--- config.mk ---
export PLATFORM = sky130hd
export DESIGN_NAME = ssrs_ram
export DESIGN_NICKNAME = d
export VERILOG_FILES = /design/src/design/ssrs_ram.sv
export SDC_FILE = /design/constraint.sdc
export NUM_CORES = 1
export LEC_CHECK = 0
export ABC_AREA = 1
export BUFFER_PORTS_ARGS = -buffer_cell sky130_fd_sc_hd__buf_4
export CORE_MARGIN = 2
export CORE_UTILIZATION = 25
export DETAILED_ROUTE_END_ITERATION = 10
export GPL_TIMING_DRIVEN = 0
export HOLD_SLACK_MARGIN = 0.12
export PLACE_DENSITY = 0.51
export SLEW_MARGIN = 20
export SYNTH_ARGS = -nofsm -noshare
export SYNTH_HDL_FRONTEND = slang
export SYNTH_SLANG_ARGS = --single-unit
--- constraint.sdc ---
create_clock -name clk_i -period 2.6 [get_ports clk_i]
set_input_delay 0 -clock clk_i [delete_from_list [all_inputs] [get_ports clk_i]]
set_output_delay 0 -clock clk_i [all_outputs]
set_load 0.02 [all_outputs]
--- src/design/ssrs_ram.sv ---
module ssrs_ram #(
  parameter int WIDTH = 8,
  parameter int DEPTH = 16
) (
  input  logic                     clk_i,
  input  logic                     we_i,
  input  logic [$clog2(DEPTH)-1:0] waddr_i,
  input  logic [WIDTH-1:0]         wdata_i,
  input  logic [$clog2(DEPTH)-1:0] raddr_i,
  output logic [WIDTH-1:0]         rdata_o
);

  logic [WIDTH-1:0] mem [DEPTH];
  logic [WIDTH-1:0] rdata_q;

  always_ff @(posedge clk_i) begin
    if (we_i) begin
      mem[waddr_i] <= wdata_i;
    end
    rdata_q <= mem[raddr_i];
  end

  assign rdata_o = rdata_q;

endmodule

Yosys cells after proc, flatten, opt, wreduce, memory -nomap -nowiden
Memory sizes are Yosys's and may differ from the RTL's. A register that Yosys moved wholly into a read port is not among the register bits. Index checks and enable logic that the tools add are counted.

Memories: 1. Output and inout bits: 8. Input port bits: 18. Bits in registers: 0. Logic and storage cells: 3. Bits in writable memories: 128.

Mux-type cells: 2.

Memory list: mem (depth 16, bits a word 8, read ports 1, clocked after Yosys merged registers in 1, write ports 1, line 13) `logic [WIDTH-1:0] mem [DEPTH];`.

Operator list (number): $mux W1 (2).

Longest topological paths before layout
Gate-level depths: netlist of run 1.

Word-level depth: 2. Gate-level depth with buffers: 8. Depth with buffers taken out: 7.

Least setup slack after synthesis of run 1
OpenSTA, ideal clock, no wires.

Path kind: input port to flip-flop. Start point: input waddr_i[2]. End point: memory mem[10][0], enable pin. Path buffers: 0. Library setup time: 0.370 ns. Stages: 2. Arrival: 0.581 ns. Data required time: 2.230 ns. Path slack: 1.649 ns. Cell sequence: nand3b_1 -> nor2_1.

RTL lines: from (decl) (line 7) `input logic [$clog2(DEPTH)-1:0] waddr_i,`; to (decl) (line 13).

No word-level cell before the write port.

==> results.ini, run 1 <==
[run_status]
status = finished clean

[clock_tree]
clkLatencyLatePin_ns = 0.42
cts_tree = yes
clkSlewWorstSetupHoldPaths_ns = 0.06
clock_path_buffers = 2
clock-sinks = 136
cts_inserted_buffers = 17
cts_setup_buffers = 0
ctsResizeCount = 0
clock-root-buffer = clkbuf_16
htreeDepth = 4
postCtsHoldBufs = 11

[route]
drt-initial-drc-count = 368
num_vias = 3823
drc = 0
viasPerCell = 4.25
dr.pass1.iters = 5
wire_per_inst_um = 16.7
wl_mm = 15.0
ant_nets = 0

[timing]
hold_viol = 0
layout_setup_ws_ns = 1.30
finalCritPeriodShare = 0.501
fmax_ghz = 0.768
skew_ns = 0.00629
rsz0062_at_grt = no
tns_ns = 0
min_period_ns = 1.30
drv_slew = 0
setup_viol = 0
timing.slew.headroom = 0.312
worstMarginPinSlew_ns = 1.03

[worst_setup_path]
critPathCaptureType = flop
start_kind = input pin
critPathArrivalTime_ns = 1.60
max_stage_delay_ns = 0.53
crit_type = input pin to flop
cpMostUsedCell = nand3_1
crit_slowest_cell = dlygate4sd3_1
path_max_fanout = 10
cp_cell_sequence = dlygate4sd3_1, buf_2, inv_1, buf_4, nand3_1, nand3_1, nand2_1
crit_required_ns = 2.90

[floorplan]
die_w_um = 156
coreArea_um2 = 22600
rows = 55
io_pins = 26
start_util = 0.255
die_h_um = 156
die-area_um2 = 24300

[synth]
synthCells = 551
avgSynthCellArea_um2 = 10.5
synthesis.nets = 569
ys_types = 12
ys_seq_area_frac = 0.694
syn-cell-area_um2 = 5770
ys.warnings.count = 0
synth_top_area_share = 0.667
synthTopCellsByArea = edfxtp_1, nand2_1, nand3_1, inv_1, dfxtp_1
yosysTopAreaCell = edfxtp_1
ys_ff_latch = 136

[finish]
fillers = 2256
multi_input_area_um2 = 1210
drive_gt1_frac = 0.114
regArea_um2 = 4000
final_nets = 621
diodes = 0
layout_common_cells = nand2_1, edfxtp_1, inv_1, nand3_1, buf_4
design_area_um2 = 6940
final_common_cell = nand2_1
final_cells = 900
area_growth_pct = 20.4

[place]
numPortBuffers = 22
post-dp-hpwl_mm = 9.76
dp.cells = 858
gp_congestion = 0.825
dp_slack_ns = 1.05
placed_area_um2 = 6290

[job]
cap_violations = 0

[power_and_ir_drop]
p_comb_frac = 0.072
p_leak_nw = 2.93
p_per_area_nw_per_um2 = 734
swShare = 0.224
clkPwrFrac = 0.444
power_frac_seq = 0.483
p_sw_mw = 1.14
peakVddDrop_mv = 0.489
p_int_mw = 3.96

[global_route]
globalRouteMet2Util = 0.196
grt_pass1_wl_mm = 22.4
grt_usage = 0.130
use_met1 = 0.181
use_met3 = 0.0389
antenna_found_initial = 0
gr-total-overflow = 0
grt_max_degree = 17
grt_busiest_layer = met2
grt_pass1_vias = 3597

[min_path]
hold_class = input pin to flop

cells in the mapped netlist:
library cell  instances
dfxtp_1               8
buf_2                13
inv_2                 2
buf_1                 1
buf_4                 4
buf_6                 6
edfxtp_1            128
nand2_1             173
inv_1               100
nor2_1               17
nand3_1              97
nand3b_1              2
metrics by stage:
step                      hold slack (ns)  utilization  total power [mW]
after detailed placement            0.353        0.278              2.87
after floorplan                    0.0989            -              2.70
after CTS                           0.195        0.307              5.13
final                               0.204        0.307              5.10
after global routing                0.252        0.307              5.25
after global placement              0.355        0.278              2.86
worst paths after layout:
check / end / startpoint / cells past startpoint / slack (ns)
setup / recovery: rdata_o[4] / raddr_i[2] / 7 / 1.30
hold / removal: rdata_o[1] / raddr_i[0] / 8 / 0.20
setup reg to reg: rdata_o[4] / mem[11][4] / 6 / 1.56
hold reg to reg: rdata_o[5] / mem[12][5] / 6 / 0.70
critical path: cells and delay by family:
| kind | cells | cell delay (ns) |
|---|---|---|
| buffers and inverters | 4 | 1.21 |
| AND/OR/NAND/NOR | 3 | 0.39 |
power groups by stage:
stage / clock network [mW] / registers [mW] / logic, mW
after CTS: 2.29 / 2.46 / 0.373
after detailed placement: 0 / 2.51 / 0.358
after global placement: 0 / 2.51 / 0.357
final: 2.26 / 2.46 / 0.369
after global routing: 2.38 / 2.47 / 0.406
after floorplan: 0 / 2.53 / 0.173
state kept, by name, indices dropped and copies added (netlist names):
signal and cells:
mem 128, rdata_o 8
metal layers:
layer / wire (um) / part of all wire
met4: 182 / 0.012
met5: 0 / 0
met2: 6730 / 0.45
met3: 1030 / 0.068
met1: 7070 / 0.47
cell type report:
class	instances	area share
buffer	24	0.0240
clock buffer	20	0.0629
clock inverter	11	0.0155
inverter	102	0.0551
multi-input combinational	289	0.175
sequential	136	0.577
tap	285	0.0514
timing repair buffer	33	0.0396
logic make-up (layout without fill, tap and decap cells):
family	after synthesis	count (layout)	share of synthesized area
flops	136	136	0.694
simple gates	289	289	0.210
buf+inv	126	190	0.0952
(Power assumes the default switching activity.)
==> inputs of run 2 (changes only) <==
Clock period 2.6 ns to 1.3 ns, I/O delays scaled along.
==> results.ini, run 2 (synthesis results as in run 1) <==
[worst_setup_path]
reg2reg_slack_ns = 0.26
crit_type = input pin to flop
crit_slowest_cell = dlygate4sd3_1
max_stage_delay_ns = 0.54
cp_cell_sequence = dlygate4sd3_1, buf_2, inv_2, buf_2, nand3_1, nand3_1, nand3_1, nand2_1
reg2reg_from = mem[10][7]
r2r_cells = 6
critPathArrivalTime_ns = 1.61
cpMostUsedCell = nand3_1
r2r_end = rdata_o[7]
path_max_fanout = 10
critPathCaptureType = flop
crit_required_ns = 1.65
start_kind = input pin

[finish]
layout_common_cells = nand2_1, edfxtp_1, inv_1, nand3_1, buf_4
area_growth_pct = 20.7
final_cells = 902
drive_gt1_frac = 0.118
largest_reg_flops = 128
final_common_cell = nand2_1
regMostFlops = mem
utilization = 0.307
diodes = 0
final_nets = 623

[timing]
worstMarginPinSlew_ns = 1.01
finalCritPeriodShare = 0.965
layout_setup_ws_ns = 0.0459
skew_ns = 0.00454
setup_viol = 0
fmax_ghz = 0.797
finalHoldWorstSlack_ns = 0.202
timing.slew.headroom = 0.326
min_period_ns = 1.25
drv_slew = 0
hold_viol = 0
rsz0062_at_grt = no

[min_path]
hold_class = input pin to flop
holdPathEnd = rdata_o[1]
hold_path_startpoint = raddr_i[0]
whs_path_depth = 8

[global_route]
grt_usage = 0.130
grt_pass1_vias = 3597
grt_max_degree = 17
antenna_found_initial = 0
grt_pass1_wl_mm = 22.4
gr-total-overflow = 0

[clock_tree]
clkLatencyLatePin_ns = 0.42
cts_tree = yes
clock-root-buffer = clkbuf_16
clock_path_buffers = 2
htreeDepth = 4
clock-sinks = 136
cts_inserted_buffers = 17
clkSlewWorstSetupHoldPaths_ns = 0.06

[floorplan]
rows = 55
die-area_um2 = 24300
die_h_um = 156
start_util = 0.255
io_pins = 26
die_w_um = 156
coreArea_um2 = 22600

[route]
dr.pass1.iters = 5
num_vias = 3835
drc = 0
wire_per_inst_um = 16.8
viasPerCell = 4.25
wl_mm = 15.1
ant_nets = 0
drt-initial-drc-count = 328

[job]
cap_violations = 0

[power_and_ir_drop]
peakVddDrop_mv = 0.982
p_per_area_nw_per_um2 = 1470
p_leak_nw = 2.94

[place]
dp_slack_ns = -0.249
gp_congestion = 0.825
numPortBuffers = 22
dp.cells = 858
post-dp-hpwl_mm = 9.76

[run_status]
status = finished clean

## run 2: cell types whose count changed in the layout (fill, tap and decap cells not counted), sizes merged
cell      change
inv           -1
buf           +2
clkinvlp      +1
## run 2: repair_timing
action,CTS,global route
endpoints found under the setup margin,0,4
buffers inserted,0,2
endpoints found under the hold margin,135,0
hold buffers,11,0
gates resized for setup,0,1
## run 2: per-layer routing
metal,global-route usage,up-vias,share of wire
met5,0,-,0
met1,0.181,1804,0.47
met3,0.0389,17,0.065
li1,-,1877,-
met4,0.0384,0,0.013
met2,0.196,137,0.45
## run 2: cell type report
type	instances	area [um^2]
Fill cell	2256	15700
Clock buffer	20	437
Inverter	102	387
Buffer	24	166
Clock inverter	11	108
Sequential cell	136	4000
Multi-Input combinational cell	289	1210
Timing Repair Buffer	35	290
Tap cell	285	357
## run 2: worst max-delay path by stage
stage / to / start / slack (ns) / cells past startpoint
detailed placement: mem[5][2] / waddr_i[3] / -0.25 / 3
floorplan: mem[10][0] / waddr_i[2] / 0.35 / 2
finish: rdata_o[7] / raddr_i[1] / 0.05 / 8
global route: rdata_o[5] / raddr_i[1] / 0.01 / 8
global placement: mem[4][2] / waddr_i[3] / -0.24 / 3
CTS: rdata_o[4] / raddr_i[2] / 0.03 / 7
## run 2: worst max-delay path, delay by kind of cell
kind	cells	cell delay (ns)
buffers and inverters	4	1.10
AND/OR/NAND/NOR	4	0.49
## run 2: through the flow
step	cell area, um^2	setup TNS (ns)	total power, mW
final	6960	0	10.2
after floorplan	5770	0	5.40
after global routing	6960	0	10.5
after global placement	6290	-12.74	5.73
after detailed placement	6290	-14.65	5.74
after CTS	6940	0	10.3
## run 2: power by group
| group | internal (mW) | switching, mW | total (mW) |
|---|---|---|---|
| registers | 4.90 | 0.0245 | 4.93 |
| logic | 0.243 | 0.503 | 0.745 |
| clock network | 2.77 | 1.76 | 4.53 |
| total | 7.92 | 2.29 | 10.2 |
==> inputs of run 3 (changes only) <==
Settings changed: CORE_UTILIZATION 25 to 60, GPL_TIMING_DRIVEN 0 to unset, PLACE_DENSITY 0.51 to 0.9.
==> results.ini, run 3 (synthesis results as in run 1) <==
[job]
cap_violations = 0

[finish]
area_growth_pct = 20.2
regMostFlops = mem
drive_gt1_frac = 0.126
largest_reg_flops = 128
final_nets = 627
layout_common_cells = nand2_1, edfxtp_1, inv_1, nand3_1, buf_4
diodes = 0
fillers = 537
final_common_cell = nand2_1

[worst_setup_path]
crit_required_ns = 1.77
start_kind = input pin
path_max_fanout = 25
crit_start = raddr_i[1]
crit_type = input pin to flop
reg2reg_from = mem[15][5]
r2r_cells = 6
critPathArrivalTime_ns = 1.62
critPathCaptureType = flop
reg2reg_slack_ns = 0.16
r2r_end = rdata_o[5]

[clock_tree]
clkSlewWorstSetupHoldPaths_ns = 0.06
ctsResizeCount = 0
cts_setup_buffers = 0
htreeDepth = 4
cts_inserted_buffers = 17
clock-root-buffer = clkbuf_8
clkLatencyLatePin_ns = 0.52
clock-sinks = 136
clock_path_buffers = 2
postCtsHoldBufs = 15
cts_tree = yes

[place]
numPortBuffers = 25
gp_congestion = 0.953
post-dp-hpwl_mm = 8.18

[power_and_ir_drop]
p_per_area_nw_per_um2 = 1520
peakVddDrop_mv = 1.32
fin_total_pwr_mw = 10.6
p_leak_nw = 3.03

[min_path]
holdPathEnd = mem[3][0]
whs_path_depth = 4
hold_path_startpoint = waddr_i[0]
hold_class = input pin to flop

[route]
wl_mm = 15.2
viasPerCell = 5.80
ant_nets = 0
wire_per_inst_um = 20.3
dr.pass1.iters = 7
num_vias = 4347
drt-initial-drc-count = 692
drc = 0

[run_status]
status = finished clean

[timing]
timing.slew.headroom = 0.788
min_period_ns = 1.16
rsz0062_at_grt = no
skew_ns = 0.00434
drv_slew = 0
tns_ns = 0
setup_viol = 0
finalCritPeriodShare = 0.889
hold_viol = 0
worstMarginPinSlew_ns = 0.318
fmax_ghz = 0.865

[global_route]
grt_pass1_vias = 4279
grt_usage = 0.317
antenna_found_initial = 0
gr-total-overflow = 0
grt_max_degree = 65
grt_pass1_wl_mm = 23.5

[floorplan]
die-area_um2 = 10400
die_h_um = 102
die_w_um = 102
rows = 35
start_util = 0.621
coreArea_um2 = 9280
io_pins = 26

-- run 3: changes by cell type in the layout (fill, tap and decap cells not counted), moves of 3 or more --
| cell | delta |
|---|---|
| buf_4 | +15 |
| buf_2 | -13 |
| clkinv_1 | -3 |
| buf_6 | -6 |
| buf_12 | +5 |
| dlygate4sd3_1 | +4 |
-- run 3: report_power, final --
group	switching [mW]	total, mW	internal (mW)
combinational	0.500	0.756	0.256
clock	1.78	4.87	3.09
sequential	0.0348	4.94	4.90
-- run 3: cell type report --
cell class / instances / area, um^2 / share of cell area
Sequential cell: 136 / 4000 / 0.578
Multi-Input combinational cell: 289 / 1210 / 0.175
Timing Repair Buffer: 63 / 573 / 0.0827
Clock buffer: 18 / 418 / 0.0603
Inverter: 102 / 383 / 0.0552
Clock inverter: 13 / 179 / 0.0258
Tap cell: 129 / 161 / 0.0233
-- run 3: worst max path at each step --
| stage | to | slack (ns) | cells after the start |
|---|---|---|---|
| 6_report | rdata_o[7] | 0.14 | 8 |
| 5_1_grt | rdata_o[7] | 0.08 | 8 |
| 4_1_cts | mem[5][2] | 0.17 | 5 |
| 3_5_place_dp | rdata_o[7] | 0.16 | 8 |
| 3_3_place_gp | rdata_o[3] | 0.19 | 8 |
| 2_1_floorplan | mem[10][0] | 0.35 | 2 |
-- run 3: layer usage --
metal | GRT usage | wire (um) | vias to the layer above
li1 | - | - | 1889
met1 | 0.419 | 5230 | 1984
met2 | 0.486 | 7150 | 405
met3 | 0.0821 | 2020 | 69
met4 | 0.171 | 798 | 0
met5 | 0 | 0 | -
-- run 3: critical path, cell delays in order --
cell           delay (ns)
dlygate4sd3_1        0.56
buf_4                0.17
inv_2                0.18
buf_12               0.22
nand3_1              0.10
nand3_1              0.13
nand3_1              0.15
nand2_1              0.10
-- run 3: stage by stage --
stage	instance area, um^2	hold slack [ns]	std cells	utilization	setup WS, ns
after global placement	6180	0.308	704	0.666	0.193
after floorplan	5770	0.0989	551	-	0.349
after CTS	6930	0.121	750	0.747	0.170
after global routing	6930	0.161	750	0.747	0.0849
after detailed placement	6180	0.311	704	0.666	0.158
final	6930	0.137	750	0.747	0.144
