[src/design/ssrs_pkg.sv]
package ssrs_pkg;

  // Default sizes of the store.
  localparam int DefRows      = 1024;
  localparam int DefRowSlots  = 8;
  localparam int DefValueBits = 64;

  // Fixed field widths of the words on the ports.
  localparam int ROW_IDX_W    = 10;
  localparam int COL_W        = 10;
  localparam int PORT_VALUE_W = 64;
  localparam int STATUS_W     = 3;
  localparam int COUNT_W      = 14;

  typedef enum logic {
    FUNC_WRITE = 1'b0,
    FUNC_READ  = 1'b1
  } func_e;

  typedef enum logic [STATUS_W-1:0] {
    STATUS_OVERWRITE = 3'd0,
    STATUS_INSERT    = 3'd1,
    STATUS_FULL      = 3'd2,
    STATUS_HIT       = 3'd3,
    STATUS_MISS      = 3'd4
  } status_e;

  typedef enum logic [2:0] {
    S_CLEAR,
    S_IDLE,
    S_READ,
    S_SCAN,
    S_WRITE,
    S_DONE
  } state_e;

  // Handshake from the column scan unit back to the sequencer.
  typedef struct packed {
    logic done;
    logic found;
  } scan_stat_t;

endpackage

[src/design/ssrs_scan.sv]
module ssrs_scan #(
  parameter int ROW_SLOTS = ssrs_pkg::DefRowSlots,
  parameter int POS_W     = $clog2(ROW_SLOTS + 1)
) (
  input  logic                    clk_i,
  input  logic                    rst_ni,
  input  logic                    start_i,
  input  logic [ssrs_pkg::COL_W-1:0] key_i,
  input  logic [POS_W-1:0]        len_i,
  input  logic [ssrs_pkg::COL_W-1:0] cols_i [ROW_SLOTS],
  output ssrs_pkg::scan_stat_t    stat_o,
  output logic [POS_W-1:0]        pos_o
);
  import ssrs_pkg::*;

  localparam int SLOT_AW = (ROW_SLOTS > 1) ? $clog2(ROW_SLOTS) : 1;

  logic             busy_q, busy_d;
  logic [POS_W-1:0] idx_q, idx_d;
  logic [COL_W-1:0] cur;
  logic             in_row;
  logic             stop;

  // One comparator walks the row one slot per cycle until it reaches the
  // first slot whose column is not below the key, or the end of the row.
  assign in_row = idx_q < len_i;
  assign cur    = cols_i[idx_q[SLOT_AW-1:0]];
  assign stop   = !in_row || (cur >= key_i);

  always_comb begin
    busy_d = busy_q;
    idx_d  = idx_q;
    if (start_i) begin
      busy_d = 1'b1;
      idx_d  = '0;
    end else if (busy_q) begin
      if (stop) begin
        busy_d = 1'b0;
      end else begin
        idx_d = idx_q + POS_W'(1);
      end
    end
  end

  always_ff @(posedge clk_i or negedge rst_ni) begin
    if (!rst_ni) begin
      busy_q <= 1'b0;
      idx_q  <= '0;
    end else begin
      busy_q <= busy_d;
      idx_q  <= idx_d;
    end
  end

  assign stat_o.done  = busy_q && stop;
  assign stat_o.found = in_row && (cur == key_i);
  assign pos_o        = idx_q;

endmodule

[config.mk]
export PLATFORM = sky130hd
export DESIGN_NAME = ssrs_scan
export DESIGN_NICKNAME = d
export VERILOG_FILES = /design/src/design/ssrs_pkg.sv /design/src/design/ssrs_scan.sv
export SDC_FILE = /design/constraint.sdc
export NUM_CORES = 1
export LEC_CHECK = 0
export BUFFER_PORTS_ARGS = -buffer_cell sky130_fd_sc_hd__buf_2
export CELL_PAD_IN_SITES_DETAIL_PLACEMENT = 1
export CELL_PAD_IN_SITES_GLOBAL_PLACEMENT = 1
export CORE_MARGIN = 5
export CORE_UTILIZATION = 29
export DETAILED_ROUTE_END_ITERATION = 8
export GPL_ROUTABILITY_DRIVEN = 0
export GPL_TIMING_DRIVEN = 1
export PLACE_DENSITY = 0.86
export SLEW_MARGIN = 40
export SYNTH_ARGS = -nofsm -noshare
export SYNTH_HDL_FRONTEND = slang
export SYNTH_SLANG_ARGS = --single-unit
[constraint.sdc]
create_clock -name clk_i -period 4.7 [get_ports clk_i]
set_input_delay 0.47 -clock clk_i [delete_from_list [all_inputs] [get_ports clk_i]]
set_output_delay 0.47 -clock clk_i [all_outputs]
set_load 0.005 [all_outputs]
# ---- Word-level counts from Yosys, hierarchy flattened
# Index checks and enable logic that the tools add are counted.
# Widths: inputs -> output; s select.
dict set report word_totals {
  register_bits 5
  in_bits 97
  word_cells 24
}
dict set report classes {
  add_sub_neg 1
  magnitude_cmp 3
  n_eq_ne 2
  mux 9
  bitwise_logic 1
  n_reduce_logical 6
}
# operator n
set op_table {}
lappend op_table {{$bmux 10 s3} 1}
lappend op_table {{$mux 10} 2}
lappend op_table {{$mux 4} 3}
lappend op_table {{$eq 10x10->1} 1}
lappend op_table {{$ge 10x10->1} 1}
lappend op_table {{$add 4x1->4 const B} 1}
lappend op_table {{$ge 4x4->1 const B} 1}
lappend op_table {{$lt 4x4->1} 1}
lappend op_table {{$not 3->4} 1}
lappend op_table {{$mux 1} 3}
lappend op_table {{$logic_and 1x1->1} 2}
lappend op_table {{$ne 2x2->1 const B} 1}
lappend op_table {{$reduce_and 2->1} 1}
lappend op_table {{$reduce_bool 2->1} 1}
lappend op_table {{$logic_not 1->1} 1}
lappend op_table {{$logic_or 1x1->1} 1}

# ---- Depth between registers and ports, before layout
# Gate-level depths: netlist (run 1).
dict set report depth {
  ltp_word 9
  mapped_depth 10
  mapped_depth_nobuf 8
}

# ---- Worst setup path before layout (run 1)
# OpenSTA, ideal clock, no wires.
dict set report synth_timing {
  path_type {register to output}
  startpoint {register idx_q[0], in the netlist pos_o[0]}
  endpoint {output port stat_o[1] (netlist bit)}
  arrival_ps 2839
  t_required_ps 4230
  slack_ps 1391
  stages_incl_launch_ff 10
  path_buffers 2
  cell_sequence {dfrtp_1 -> buf_6 -> buf_2 -> mux4_2 -> mux2_2 -> ha_1 -> nand4_1 -> or3_4 -> o21ai_0 -> o21a_1}
}
# element line
set synth_lines {}
lappend synth_lines {{from (decl)} ssrs_scan.sv:19} ;# logic [POS_W-1:0] idx_q, idx_d;
lappend synth_lines {{from (signal assigned)} ssrs_scan.sv:51} ;# idx_q <= idx_d;
lappend synth_lines {{to (decl)} ssrs_scan.sv:11} ;# output ssrs_pkg::scan_stat_t stat_o,

==> flow_results.org, run 1 <==
** Routing
- Final routed wire length divided by cell count :: 16.74 um
- Drt via density :: 5.127
- Detailed-route via count :: 1328
- Initial DRC Count :: 14
- After detailed routing, the total wire length is ~4.3 mm.
- The detail route stage leaves a number of antenna-violating nets equal to 0.
- Drt pass-1 iters :: 3
- After detailed routing, the number of remaining DRC violations is 0.

** Die
- Number of placement rows :: 23
- The initial utilization of the core area, before any placement, comes to roughly 30%.
- Die area :: 5549 um2
- Die outline height :: 74.49 um
- Horizontal extent of the die :: 74.49 um
- Core ar. :: 4029 um2
- For this design the top-level I/O count stands at roughly 100.

** Timing
- The worst path in the final design needs a cycle of ~3.9 ns, including I/O delays and setup.
- Setup clock skew after layout :: 0.0002891 ns
- Static timing analysis puts the maximum clock frequency at 258.0 MHz.
- Setup violations remaining at the end of the flow were counted as 0.
- In the final timing run, aggregate negative setup slack is 0 ns.
- Worst setup margin :: 0.8243 ns
- Setup repair after global routing left no endpoint under its margin.
- Worst hold slack :: 0.05773 ns
- Transition time at the pin with the least slew margin :: 0.6077 ns
- The worst pin sits at a relative slew slack of 59.49%.
- The max-slew violation total from the final report came to 0.
- Post-route clock period utilization :: 82.46%
- The final hold violation count came to 0.

** Layout
- NumNets Final :: 321
- Of the cells placed in the final design, the portion with a size suffix greater than 1 is 67.46%.
- End-of-flow core utilization :: 44.84%
- After routing the design area is 1807 um2.
- 0 antenna diodes ended up in the layout.
- Non-Filler Instances :: 259
- Relative area change from synthesis to final layout :: 49.79%

** Setup path
- Worst reg-to-reg setup slack :: 1.24 ns
- The worst setup path is captured at a primary output.
- Start-to-end type of the worst setup path :: reg -> out
- Along the worst path, the maximum fanout reaches 17.
- Number of buffers and inverters on the critical path :: 2
- Worst path arrival time :: 3.41 ns
- Slowest cell on crit path :: sky130_fd_sc_hd__dfrtp_1
- STA puts the critical path data required time at 4.23 ns.
- The kind of cell with the highest combined delay along the critical path is multiplexers.
- The signal on the critical path passes through buf_4, mux4_2, mux2_2, ha_1, nand2_1, or3_4, o21ai_0, o21a_1, buf_2.
- Startpoint Class :: flop
- On the worst path, the slowest cell contributes a delay of 0.66 ns.

** Yosys
- Sorting the synthesized cells by how often they occur yields 19 x sky130_fd_sc_hd__mux4_2, 14 x sky130_fd_sc_hd__ha_1, 12 x sky130_fd_sc_hd__inv_1.
- The share of the Yosys chip area taken by registers is between 10% and 20%.
- Number of distinct library cells after synthesis :: 29
- Among all flip-flop cells after synthesis, the most frequent one is sky130_fd_sc_hd__dfrtp_1.
- Post-Synthesis Mean Instance Area :: around 11 um2
- The Yosys step of the flow raised 0 warnings.
- Net Count, Synth :: 218
- The synthesized design contains 0 enable-type register cells.
- By instance count, the leading cell after synthesis is sky130_fd_sc_hd__mux4_2.
- Cell count after synthesis :: 107
- By area the synthesized netlist is led by sky130_fd_sc_hd__mux4_2 35%, sky130_fd_sc_hd__ha_1 15%, sky130_fd_sc_hd__dfrtp_1 10%.
- The synthesized design contains 5 register bits.
- Netlist area before placement :: 1206 um2
- Of all flip-flops after synthesis, the portion carrying an async set or reset was 100.0%.
- Largest area contributor in the netlist :: sky130_fd_sc_hd__mux4_2
- The top cell type by area accounts for ~35% of the synthesized area.

** Global routing
- Global routing consumed, on the met2 layer, 32.00% of the routing resources.
- The first global-routing pass estimated 6.810 mm of wire.
- Most Used Layer, Global Route :: met2
- For this run, global-route usage on met3 was measured as 4.189%.
- Number of antenna violations at the first check in global routing :: 0
- Global-route track usage on met1 :: between 15 and 20%
- Via count of the first global-routing pass :: roughly 1600
- Entering global routing, the biggest net connects 18 pins.
- For this run, the total global-route usage over all layers was measured as 15.75%.
- Gr ovfl total :: 0

** Clock network
- Clk sinks :: 5
- Gates resized during post-CTS repair numbered 0.
- Clock Latency Late Sink :: about 0.22 ns
- Number of hold buffers added after CTS :: 0
- Post-CTS timing repair inserted 0 buffers for setup.
- The clock passes through at most 2 buffers.
- H-tree lvl count :: 1
- CTS tree :: yes
- In this run, CTS created clock tree buffers numbering 3.
- After clock tree synthesis, the clock-pin slew on the worst setup and hold paths is 0.04 ns.
- Root buffer selected by CTS :: sky130_fd_sc_hd__clkbuf_8

** Pwr
- The design draws 0.6341 mW.
- Cell area power density :: between 300 and 400 nW/um2
- VDD sags by at most 0.1917 mV.
- For this design the static power due to leakage is 0.9073 nW.

** Min path
- Class of the tightest hold or removal check :: in -> async

** Placed design
- Prior to clock tree synthesis, the placed netlist has a worst setup slack of roughly 0.98 ns.
- Buffers placed on the I/O ports in this run total 102.
- After legalization and detailed placement, the total HPWL measured 3.943 mm.
- Area post-placement :: 1762 um2
- Placed Instances :: 255

** Run status
- The flow ran to the end, and the final reports show no timing, DRC or antenna violations.

** Flow run
- Max Cap Viol :: 0
[cell type report]
type	instances	area, um2
timing repair buffer	104	525.5
fill	511	2222
inverter	12	45.04
sequential	5	125.1
clock buffer	4	45.04
multi-input combinational	84	1003
tap	50	62.56
[where the power goes]
group,total (mW),internal [mW],switching [mW],leakage [nW]
combinational,0.467,0.277,0.190,0.819
sequential,0.0873,0.0533,0.0341,0.0654
clock,0.0795,0.0582,0.0213,0.0228
total,0.634,0.389,0.245,0.907
[worst paths after layout]
| check | end | start | cells after the start |
|---|---|---|---|
| worst max-delay path | stat_o[1] | pos_o[0] | 9 |
| worst min-delay path | pos_o[3] | rst_ni | 1 |
| worst max register to register | pos_o[3] | pos_o[0] | 9 |
| worst min register to register | pos_o[3] | pos_o[3] | 2 |
| max in group asynchronous | pos_o[2] | rst_ni | 1 |
| min in group clk_i | pos_o[2] | start_i | 2 |
[metal layers]
metal  wire [um]  vias to the layer above  share of wire [%]
met4          27                        0               0.62
met3         367                        2                8.5
li1            -                      625                  -
met1        1549                      648                 36
met2        2391                       53                 55
met5           0                        -                  0
[state kept, by name, indices dropped and copies added (netlist names)]
signal  count
busy_q      1
pos_o       4
[cell families after synthesis]
group,share of synthesized area [%]
flip-flops,10.37
multiplexers,48.65
buffers and inverters,6.431
adder cells (fa/ha/maj),14.52
AO/OA/AOI/OAI,10.27
AND/OR/NAND/NOR,9.751
[placed cells by master, fill, tap and decap left out]
| master | instances |
|---|---|
| sky130_fd_sc_hd__ha_1 | 14 |
| sky130_fd_sc_hd__mux2_1 | 1 |
| sky130_fd_sc_hd__nor2_1 | 2 |
| sky130_fd_sc_hd__buf_2 | 102 |
| sky130_fd_sc_hd__nor3_1 | 1 |
| sky130_fd_sc_hd__nand3_1 | 1 |
| sky130_fd_sc_hd__a21oi_1 | 8 |
| sky130_fd_sc_hd__nand2b_4 | 1 |
| sky130_fd_sc_hd__mux4_2 | 19 |
| sky130_fd_sc_hd__a21oi_2 | 1 |
| sky130_fd_sc_hd__or2_2 | 1 |
| sky130_fd_sc_hd__mux2_2 | 9 |
| sky130_fd_sc_hd__o31ai_1 | 2 |
| sky130_fd_sc_hd__nand2_1 | 6 |
| sky130_fd_sc_hd__mux4_1 | 1 |
| sky130_fd_sc_hd__or3_4 | 1 |
| sky130_fd_sc_hd__dfrtp_1 | 5 |
| sky130_fd_sc_hd__o21ai_0 | 2 |
| sky130_fd_sc_hd__clkbuf_8 | 3 |
| sky130_fd_sc_hd__or4_1 | 2 |
| sky130_fd_sc_hd__nand4_1 | 1 |
| sky130_fd_sc_hd__nor2b_1 | 1 |
| sky130_fd_sc_hd__clkbuf_1 | 1 |
| sky130_fd_sc_hd__o211ai_2 | 1 |
| sky130_fd_sc_hd__inv_1 | 12 |
| sky130_fd_sc_hd__nand2b_1 | 3 |
| sky130_fd_sc_hd__o21a_1 | 3 |
| sky130_fd_sc_hd__o221ai_2 | 1 |
| sky130_fd_sc_hd__buf_4 | 2 |
| sky130_fd_sc_hd__mux2i_1 | 2 |
(Power assumes the default switching activity.)
==> run 2: changes to the inputs <==
--- a/config.mk
+++ b/config.mk
@@ -9,11 +9,11 @@
 export CELL_PAD_IN_SITES_DETAIL_PLACEMENT = 1
 export CELL_PAD_IN_SITES_GLOBAL_PLACEMENT = 1
 export CORE_MARGIN = 5
-export CORE_UTILIZATION = 29
+export CORE_UTILIZATION = 24
 export DETAILED_ROUTE_END_ITERATION = 8
 export GPL_ROUTABILITY_DRIVEN = 0
 export GPL_TIMING_DRIVEN = 1
-export PLACE_DENSITY = 0.86
+export PLACE_DENSITY = 0.76
 export SLEW_MARGIN = 40
 export SYNTH_ARGS = -nofsm -noshare
 export SYNTH_HDL_FRONTEND = slang
==> constraint.sdc (replaced) <==
create_clock -name clk_i -period 3.5 [get_ports clk_i]
set_input_delay 0.35 -clock clk_i [delete_from_list [all_inputs] [get_ports clk_i]]
set_output_delay 0.35 -clock clk_i [all_outputs]
set_load 0.005 [all_outputs]
==> run 2 against run 1 <==
Net effect: via count decreased by 1.1%; die area increased by 18%; largest power group unchanged; flip-flop and latch count unchanged; largest cell class unchanged; critical endpoint unchanged; routed wire length decreased by 1.7%.
==> flow_results.org, run 2 (synthesis results as in run 1) <==
** Pwr
- In this run the power spent charging and discharging nets is roughly 0.34 mW.
- Clk network pwr share :: 12.0%
- Summing internal, switching and leakage power gives 0.8933 mW.
- The worst-case IR drop observed on VDD is between 0.15 and 0.2 mV.
- Power share of the sequential group :: between 10% and 20%
- Leakage power figure :: 0.9299 nW
- Of the total power, combinational logic draws 77.7%.
- Internal power comes to 0.5566 mW.
- Fraction of power spent switching nets :: 37.69%
- Cell area power density :: 474.7 nW/um2

** Setup path
- At the worst endpoint, the required time is 3.15 ns.
- Maximum single-stage delay on the critical path :: 0.51 ns
- Critical path endpoint category :: primary output
- Startpoint Class :: flop
- Worst path arrival time :: 2.96 ns
- Ordered cell list for the critical path :: buf_12, mux4_2, mux2_2, ha_1, nand4_1, or3_4, o21ai_2, o21a_1, buf_2
- Start-to-end type of the worst setup path :: reg -> out
- Slowest cell on crit path :: sky130_fd_sc_hd__mux4_2
- Largest fanout of any net on the critical path :: 21

** Global routing
- Number of antenna violations at the first check in global routing :: 0
- Maximum number of pins on one net before global-route repair :: 22
- All-Layer GR Usage :: between 10% and 20%
- Via count of the first global-routing pass :: 1580
- Global-route wire length before repair :: 7.017 mm
- Gr ovfl total :: 0

** Layout
- End-of-flow core utilization :: roughly 39%
- Leaving out filler cells and counting taps, the final layout contains 279.
- Flip-flop count of the largest register, all copies and words added :: 4
- Leaving out fill and tap cells, the most frequent cell in the layout is sky130_fd_sc_hd__buf_2.
- Relative area change from synthesis to final layout :: 56.02%
- Commonest cells after routing, fill and taps aside :: 102 x sky130_fd_sc_hd__buf_2, 19 x sky130_fd_sc_hd__mux4_2, 14 x sky130_fd_sc_hd__ha_1
- Antenna fix cells :: 0
- Share of cells above drive strength 1 :: 67.92%
- NumNets Final :: 324

** Run status
- The flow ran to the end, and the final reports show no timing, DRC or antenna violations.

** Min path
- Class of the tightest hold or removal check :: in -> reg

** Timing
- The clock arrives with 0.0005019 ns of skew.
- Setup repair after global routing left no endpoint under its margin.
- Endpoints failing hold :: 0
- Number of failing setup endpoints in the final timing report :: 0
- The smallest clock period supported by the final layout is computed as ~3.3 ns.
- Relative max-transition margin :: 71.84%
- After layout, the worst path uses ~95% of the clock period.
- The max-slew violation total from the final report was 0.
- Timing would allow up to 302.2 MHz.
- At the pin with the least slew margin, the transition time is between 0.4 and 0.5 ns.
- Setup tns final :: 0 ns

** Placed design
- Including well taps, the total number of placed cells is 274.
- IO buf count :: 102
- DPL Wire Length :: 3.893 mm

** Clock network
- Clock transition at the registers of the reported paths :: ~0.040 ns
- Maximum number of buffers from clock root to sink :: 2
- CTS built an H-tree with a depth of 1.
- Post-CTS timing repair inserted 0 buffers for setup.
- Clock tree synthesis found a total of 5 sinks.
- Root buffer selected by CTS :: sky130_fd_sc_hd__clkbuf_8
- TritonCTS built the clock tree.
- The later pin in the worst-skew pair is clocked with a latency of 0.22 ns.
- TritonCTS created 3 clock buffers.

** Die
- In this run the count of I/O pins placed on the die edge is 103.
- Number of placement rows :: 25
- Core ar. :: approximately 4800 um2
- Die outline height :: 80.89 um
- The initial utilization of the core area, before any placement, comes to 25.20%.
- Die area :: approximately 6500 um2
- Measured along the x axis, the die boundary spans 80.89 um.

** Routing
- In this run the remaining antenna-violating nets after routing total 0.
- Residual DRC :: 0
- After detailed routing, the total wire length is 4.262 mm.
- In this run, the number of DRC markers left after iteration 0 of detailed routing was 25.
- Detailed-route via count :: 1314
- Dividing the detail-routed wire length by the instance count gives 15.28 um.
- The pre-antenna-repair detailed-routing pass consisted of 3 iterations.
- Drt via density :: 4.710

** Flow run
- Max Cap Viol :: 0
## run 2: cell count changes in the layout (fill, tap and decap cells not counted)
cell	delta
sky130_fd_sc_hd__dlygate4sd3_1	+1
sky130_fd_sc_hd__buf_12	+2
sky130_fd_sc_hd__o21ai_2	+1
sky130_fd_sc_hd__o21ai_0	-1
## run 2: worst max-delay path, delay by kind of cell, from the launching register on
| kind | cells | cell delay, ns |
|---|---|---|
| flip-flops | 1 | 0.38 |
| AO/OA/AOI/OAI | 2 | 0.32 |
| AND/OR/NAND/NOR | 2 | 0.64 |
| adder cells (fa/ha/maj) | 1 | 0.30 |
| buffers and inverters | 2 | 0.31 |
| multiplexers | 2 | 0.78 |
## run 2: timing repair
| action | 4_1_cts | 5_1_grt |
|---|---|---|
| hold buffers | 1 | 0 |
| setup endpoints to repair | 0 | 1 |
| hold endpoints to repair | 5 | 0 |
| gates resized for setup | 0 | 2 |
## run 2: final cells by class
class / instances / area, um2
Clock buffer: 4 / 45.04
Sequential cell: 5 / 125.1
Timing Repair Buffer: 107 / 575.6
Fill cell: 571 / 2904
Inverter: 12 / 45.04
Tap cell: 67 / 83.83
Multi-Input combinational cell: 84 / 1007
## run 2: power groups by stage
| stage | registers, mW | logic, mW | clock network (mW) |
|---|---|---|---|
| global route | 0.0956 | 0.769 | 0.114 |
| finish | 0.0922 | 0.694 | 0.107 |
| detailed placement | 0.0928 | 0.703 | 0 |
| floorplan | 0.0882 | 0.510 | 0 |
| global placement | 0.0918 | 0.682 | 0 |
| CTS | 0.0924 | 0.708 | 0.109 |
## run 2: through the flow
step           worst slack, ns  cell area (um2)  hold WS [ns]
2_1_floorplan           0.3111             1206       0.05441
3_3_place_gp            0.3518             1823        0.1727
3_5_place_dp            0.2676             1823        0.1741
4_1_cts                0.02569             1878        0.3719
5_1_grt                0.03710             1882        0.3871
6_report                0.1906             1882        0.3852
## run 2: path summary, 6_finish.rpt
kind	startpoint	endpoint	slack, ns	depth (start not counted)
worst max-delay path	pos_o[0]	stat_o[1]	0.19	9
worst min-delay path	start_i	pos_o[3]	0.39	2
worst max register to register	pos_o[0]	pos_o[0]	0.41	9
worst min register to register	pos_o[3]	pos_o[3]	0.58	2
max in group asynchronous	rst_ni	pos_o[0]	2.89	2
min in group asynchronous	rst_ni	pos_o[3]	0.48	2
## run 2: per-layer routing
metal  share of wire, %  GRT usage [%]  wire length, um  up-vias
met5                  0              0                0        -
met4               0.40          2.027               17        0
met3                8.1          3.215              344        2
met2                 54          27.01             2307       58
met1                 37          14.35             1593      623
li1                   -              -                -      631
==> run 3: changes to the inputs <==
--- a/config.mk
+++ b/config.mk
@@ -8,6 +8,7 @@
 export BUFFER_PORTS_ARGS = -buffer_cell sky130_fd_sc_hd__buf_2
 export CELL_PAD_IN_SITES_DETAIL_PLACEMENT = 1
 export CELL_PAD_IN_SITES_GLOBAL_PLACEMENT = 1
+export CORE_ASPECT_RATIO = 1.4
 export CORE_MARGIN = 5
 export CORE_UTILIZATION = 24
 export DETAILED_ROUTE_END_ITERATION = 8
==> run 3 against run 2 <==
Net effect: design area fell by 0.60%; flip-flop and latch count did not move; setup slack improved by 0.041 ns; routed wire length rose by 1.3%; count of clock-buffer cells in the layout did not move; hold slack got worse by 0.018 ns; clock power barely moved; critical endpoint unchanged; largest cell class unchanged.
==> flow_results.org, run 3 (synthesis results as in run 1) <==
** Setup path
- Critical path endpoint category :: primary output
- Slowest cell on crit path :: sky130_fd_sc_hd__mux4_1
- Worst path arrival time :: a little under 3 ns
- The critical path in this run is classified as reg -> out.
- In this design, the stage delay of the slowest critical-path cell is approximately 0.55 ns.
- Traced cell by cell, the critical path runs through buf_4, mux4_1, mux2_2, ha_1, nand4_1, or3_4, o21ai_2, o21a_1, buf_2.
- The worst setup path is launched from a flop.
- Number of buffers and inverters on the critical path :: 2
- Along the worst path, the maximum fanout reaches 10.
- Critical Path RT :: 3.15 ns
- In this design, the largest share of critical-path delay is due to multiplexers.

** Routing
- The final layout contains routed wiring with a total length of 4.317 mm.
- Detailed routing inserted a total of 1299 vias.
- Drt pass-1 iters :: 4
- In the routed design, unresolved DRC markers number 0.
- The detail route stage leaves a number of antenna-violating nets equal to 0.
- For this block, the initial DRC count from the detailed router was 18.
- Final routed wire length divided by cell count :: 15.47 um
- Drt via density :: about 4.7

** Layout
- # fillers :: 610
- Leaving out fill and tap cells, the most frequent cell in the layout is sky130_fd_sc_hd__buf_2.
- Relative to the synthesized area, the layout overhead comes to 55.08%.
- Commonest cells after routing, fill and taps aside :: 102 x sky130_fd_sc_hd__buf_2, 19 x sky130_fd_sc_hd__mux4_2, 14 x sky130_fd_sc_hd__ha_1
- The register with the most flip-flops in the layout has 4 of them.
- NumNets Final :: 326
- Excluding fillers, the count of instances in the completed layout stands at 279.
- Share of cells above drive strength 1 :: 68.22%

** Clock network
- Post CTS Setup Buffer Count :: 0
- Clock tree synthesis found a total of 5 sinks.
- At the later pin of the worst-skew pair, clock insertion delay measures around 0.22 ns.
- The root buffer cell chosen for the clock tree is sky130_fd_sc_hd__clkbuf_8.
- Maximum number of buffers from clock root to sink :: 2
- CTS built an H-tree with a depth of 1.
- CTS tree :: yes
- Clock transition at the registers of the reported paths :: 0.04 ns
- Clock tree synthesis inserted a total of 3 buffers.

** Die
- I/O pin count :: 103
- Number of placement rows :: 30
- Core ar. :: between 4000 and 5000 um2
- The initial utilization of the core area, before any placement, comes to 24.72%.
- The die covers 6564 um2.
- Die outline height :: 93.88 um
- From left edge to right edge, the die measures 69.92 um.

** Timing
- F_max :: around 300 MHz
- Max-slew violation count :: 0
- In this run the tightest slew margin relative to its limit is 72.15%.
- Clock period minus final worst setup slack :: between 3 and 4 ns
- On the final layout, the worst clock skew is approximately 0.0019 ns.
- Setup tns final :: 0 ns
- RSZ-0062 raised after global routing :: false
- Post-route clock period utilization :: 93.38%
- Setup violations remaining at the end of the flow were counted as 0.
- Transition time at the pin with the least slew margin :: 0.4177 ns
- The final hold violation count came to 0.

** Min path
- Class of the tightest hold or removal check :: in -> reg

** Global routing
- Summed over all layers, the global routing overflow is 0.
- Maximum number of pins on one net before global-route repair :: 20
- The number of antenna violations at the first check in global routing was 0.
- Global-route wire length before repair :: between 6 and 7 mm
- Via count of the first global-routing pass :: 1588
- All-Layer GR Usage :: 13.15%

** Pwr
- Dividing total power by cell area gives a power density of 465.6 nW/um2.
- Switching power summed over all nets :: between 0.3 and 0.4 mW
- Summed over all cells, the static leakage comes to ~0.93 nW.
- Combinational logic is responsible for 78.1% of the overall power.
- Max IR drop VDD :: 0.2572 mV
- Cell-internal power :: about 0.54 mW
- The clock network accounts for 12.2% of the total power.
- Fraction of power spent switching nets :: 37.67%
- Registers are responsible for 9.6% of the overall power.

** Placed design
- DPL Wire Length :: 3.900 mm
- IO buf count :: approximately 100
- Placed Instances :: about 270

** Run status
- Run status :: completed

** Flow run
- Across the run, the number of max-cap violations was 0.
==> run 3: cell count changes in the layout (fill, tap and decap cells not counted), sizes merged <==
cell   delta
buf       +2
diode     +1
==> run 3: timing repair <==
action / 4_1_cts / 5_1_grt
hold endpoints to repair: 5 / 0
hold buffers: 1 / 0
endpoints found under the setup margin: 0 / 1
gates resized for setup: 0 / 2
==> run 3: layer usage <==
layer / vias up / track usage [%] / wire (um)
li1: 639 / - / -
met1: 622 / 12.25 / 1371
met2: 38 / 29.10 / 2696
met3: 0 / 2.784 / 249
met4: 0 / 0.9585 / 0
met5: - / 0 / 0
==> run 3: area by class of cell <==
type	count	area (um2)	area share [%]
Multi-Input combinational cell	84	1007	53.85
Inverter	12	45.04	2.408
Sequential cell	5	125.1	6.689
Timing Repair Buffer	109	565.5	30.23
Antenna cell	1	2.502	0.1338
Clock buffer	4	45.04	2.408
Tap cell	64	80.08	4.281
==> run 3: final timing paths <==
path,start,endpoint,slack (ns),cells past startpoint
min,start_i,pos_o[2],0.37,2
min in group asynchronous,rst_ni,pos_o[3],0.47,2
min reg2reg,pos_o[3],pos_o[3],0.59,2
max in group asynchronous,rst_ni,busy_q,2.90,2
max reg2reg,pos_o[0],pos_o[0],0.42,9
max,pos_o[0],stat_o[1],0.23,9
==> run 3: through the flow <==
step | power (mW) | setup WS [ns] | utilization (%) | area, um2 | hold slack, ns
final | 0.8710 | 0.2316 | 38.33 | 1871 | 0.3672
after global routing | 0.9599 | 0.05382 | 38.28 | 1868 | 0.3906
after CTS | 0.8904 | 0.05771 | 38.21 | 1864 | 0.3694
after detailed placement | 0.7783 | 0.3132 | 37.08 | 1809 | 0.1746
after global placement | 0.7596 | 0.3537 | 37.08 | 1809 | 0.1758
after floorplan | 0.5986 | 0.3111 | - | 1206 | 0.05441
==> run 3: power by group through the flow <==
stage	Clock, mW	Sequential, mW	Combinational [mW]
after detailed placement	0	0.0847	0.694
after global routing	0.112	0.0852	0.763
after CTS	0.108	0.0842	0.698
after global placement	0	0.0825	0.677
final	0.107	0.0837	0.681
after floorplan	0	0.0882	0.510
==> run 3: worst reg2reg max path: stages (launching register included) <==
cell                       delay, ns
sky130_fd_sc_hd__dfrtp_1        0.33
sky130_fd_sc_hd__buf_4          0.21
sky130_fd_sc_hd__mux4_1         0.56
sky130_fd_sc_hd__mux2_2         0.27
sky130_fd_sc_hd__ha_1           0.29
sky130_fd_sc_hd__nand4_1        0.16
sky130_fd_sc_hd__or3_4          0.45
sky130_fd_sc_hd__o211ai_2       0.23
sky130_fd_sc_hd__nor2_1         0.13
sky130_fd_sc_hd__mux2_1         0.33
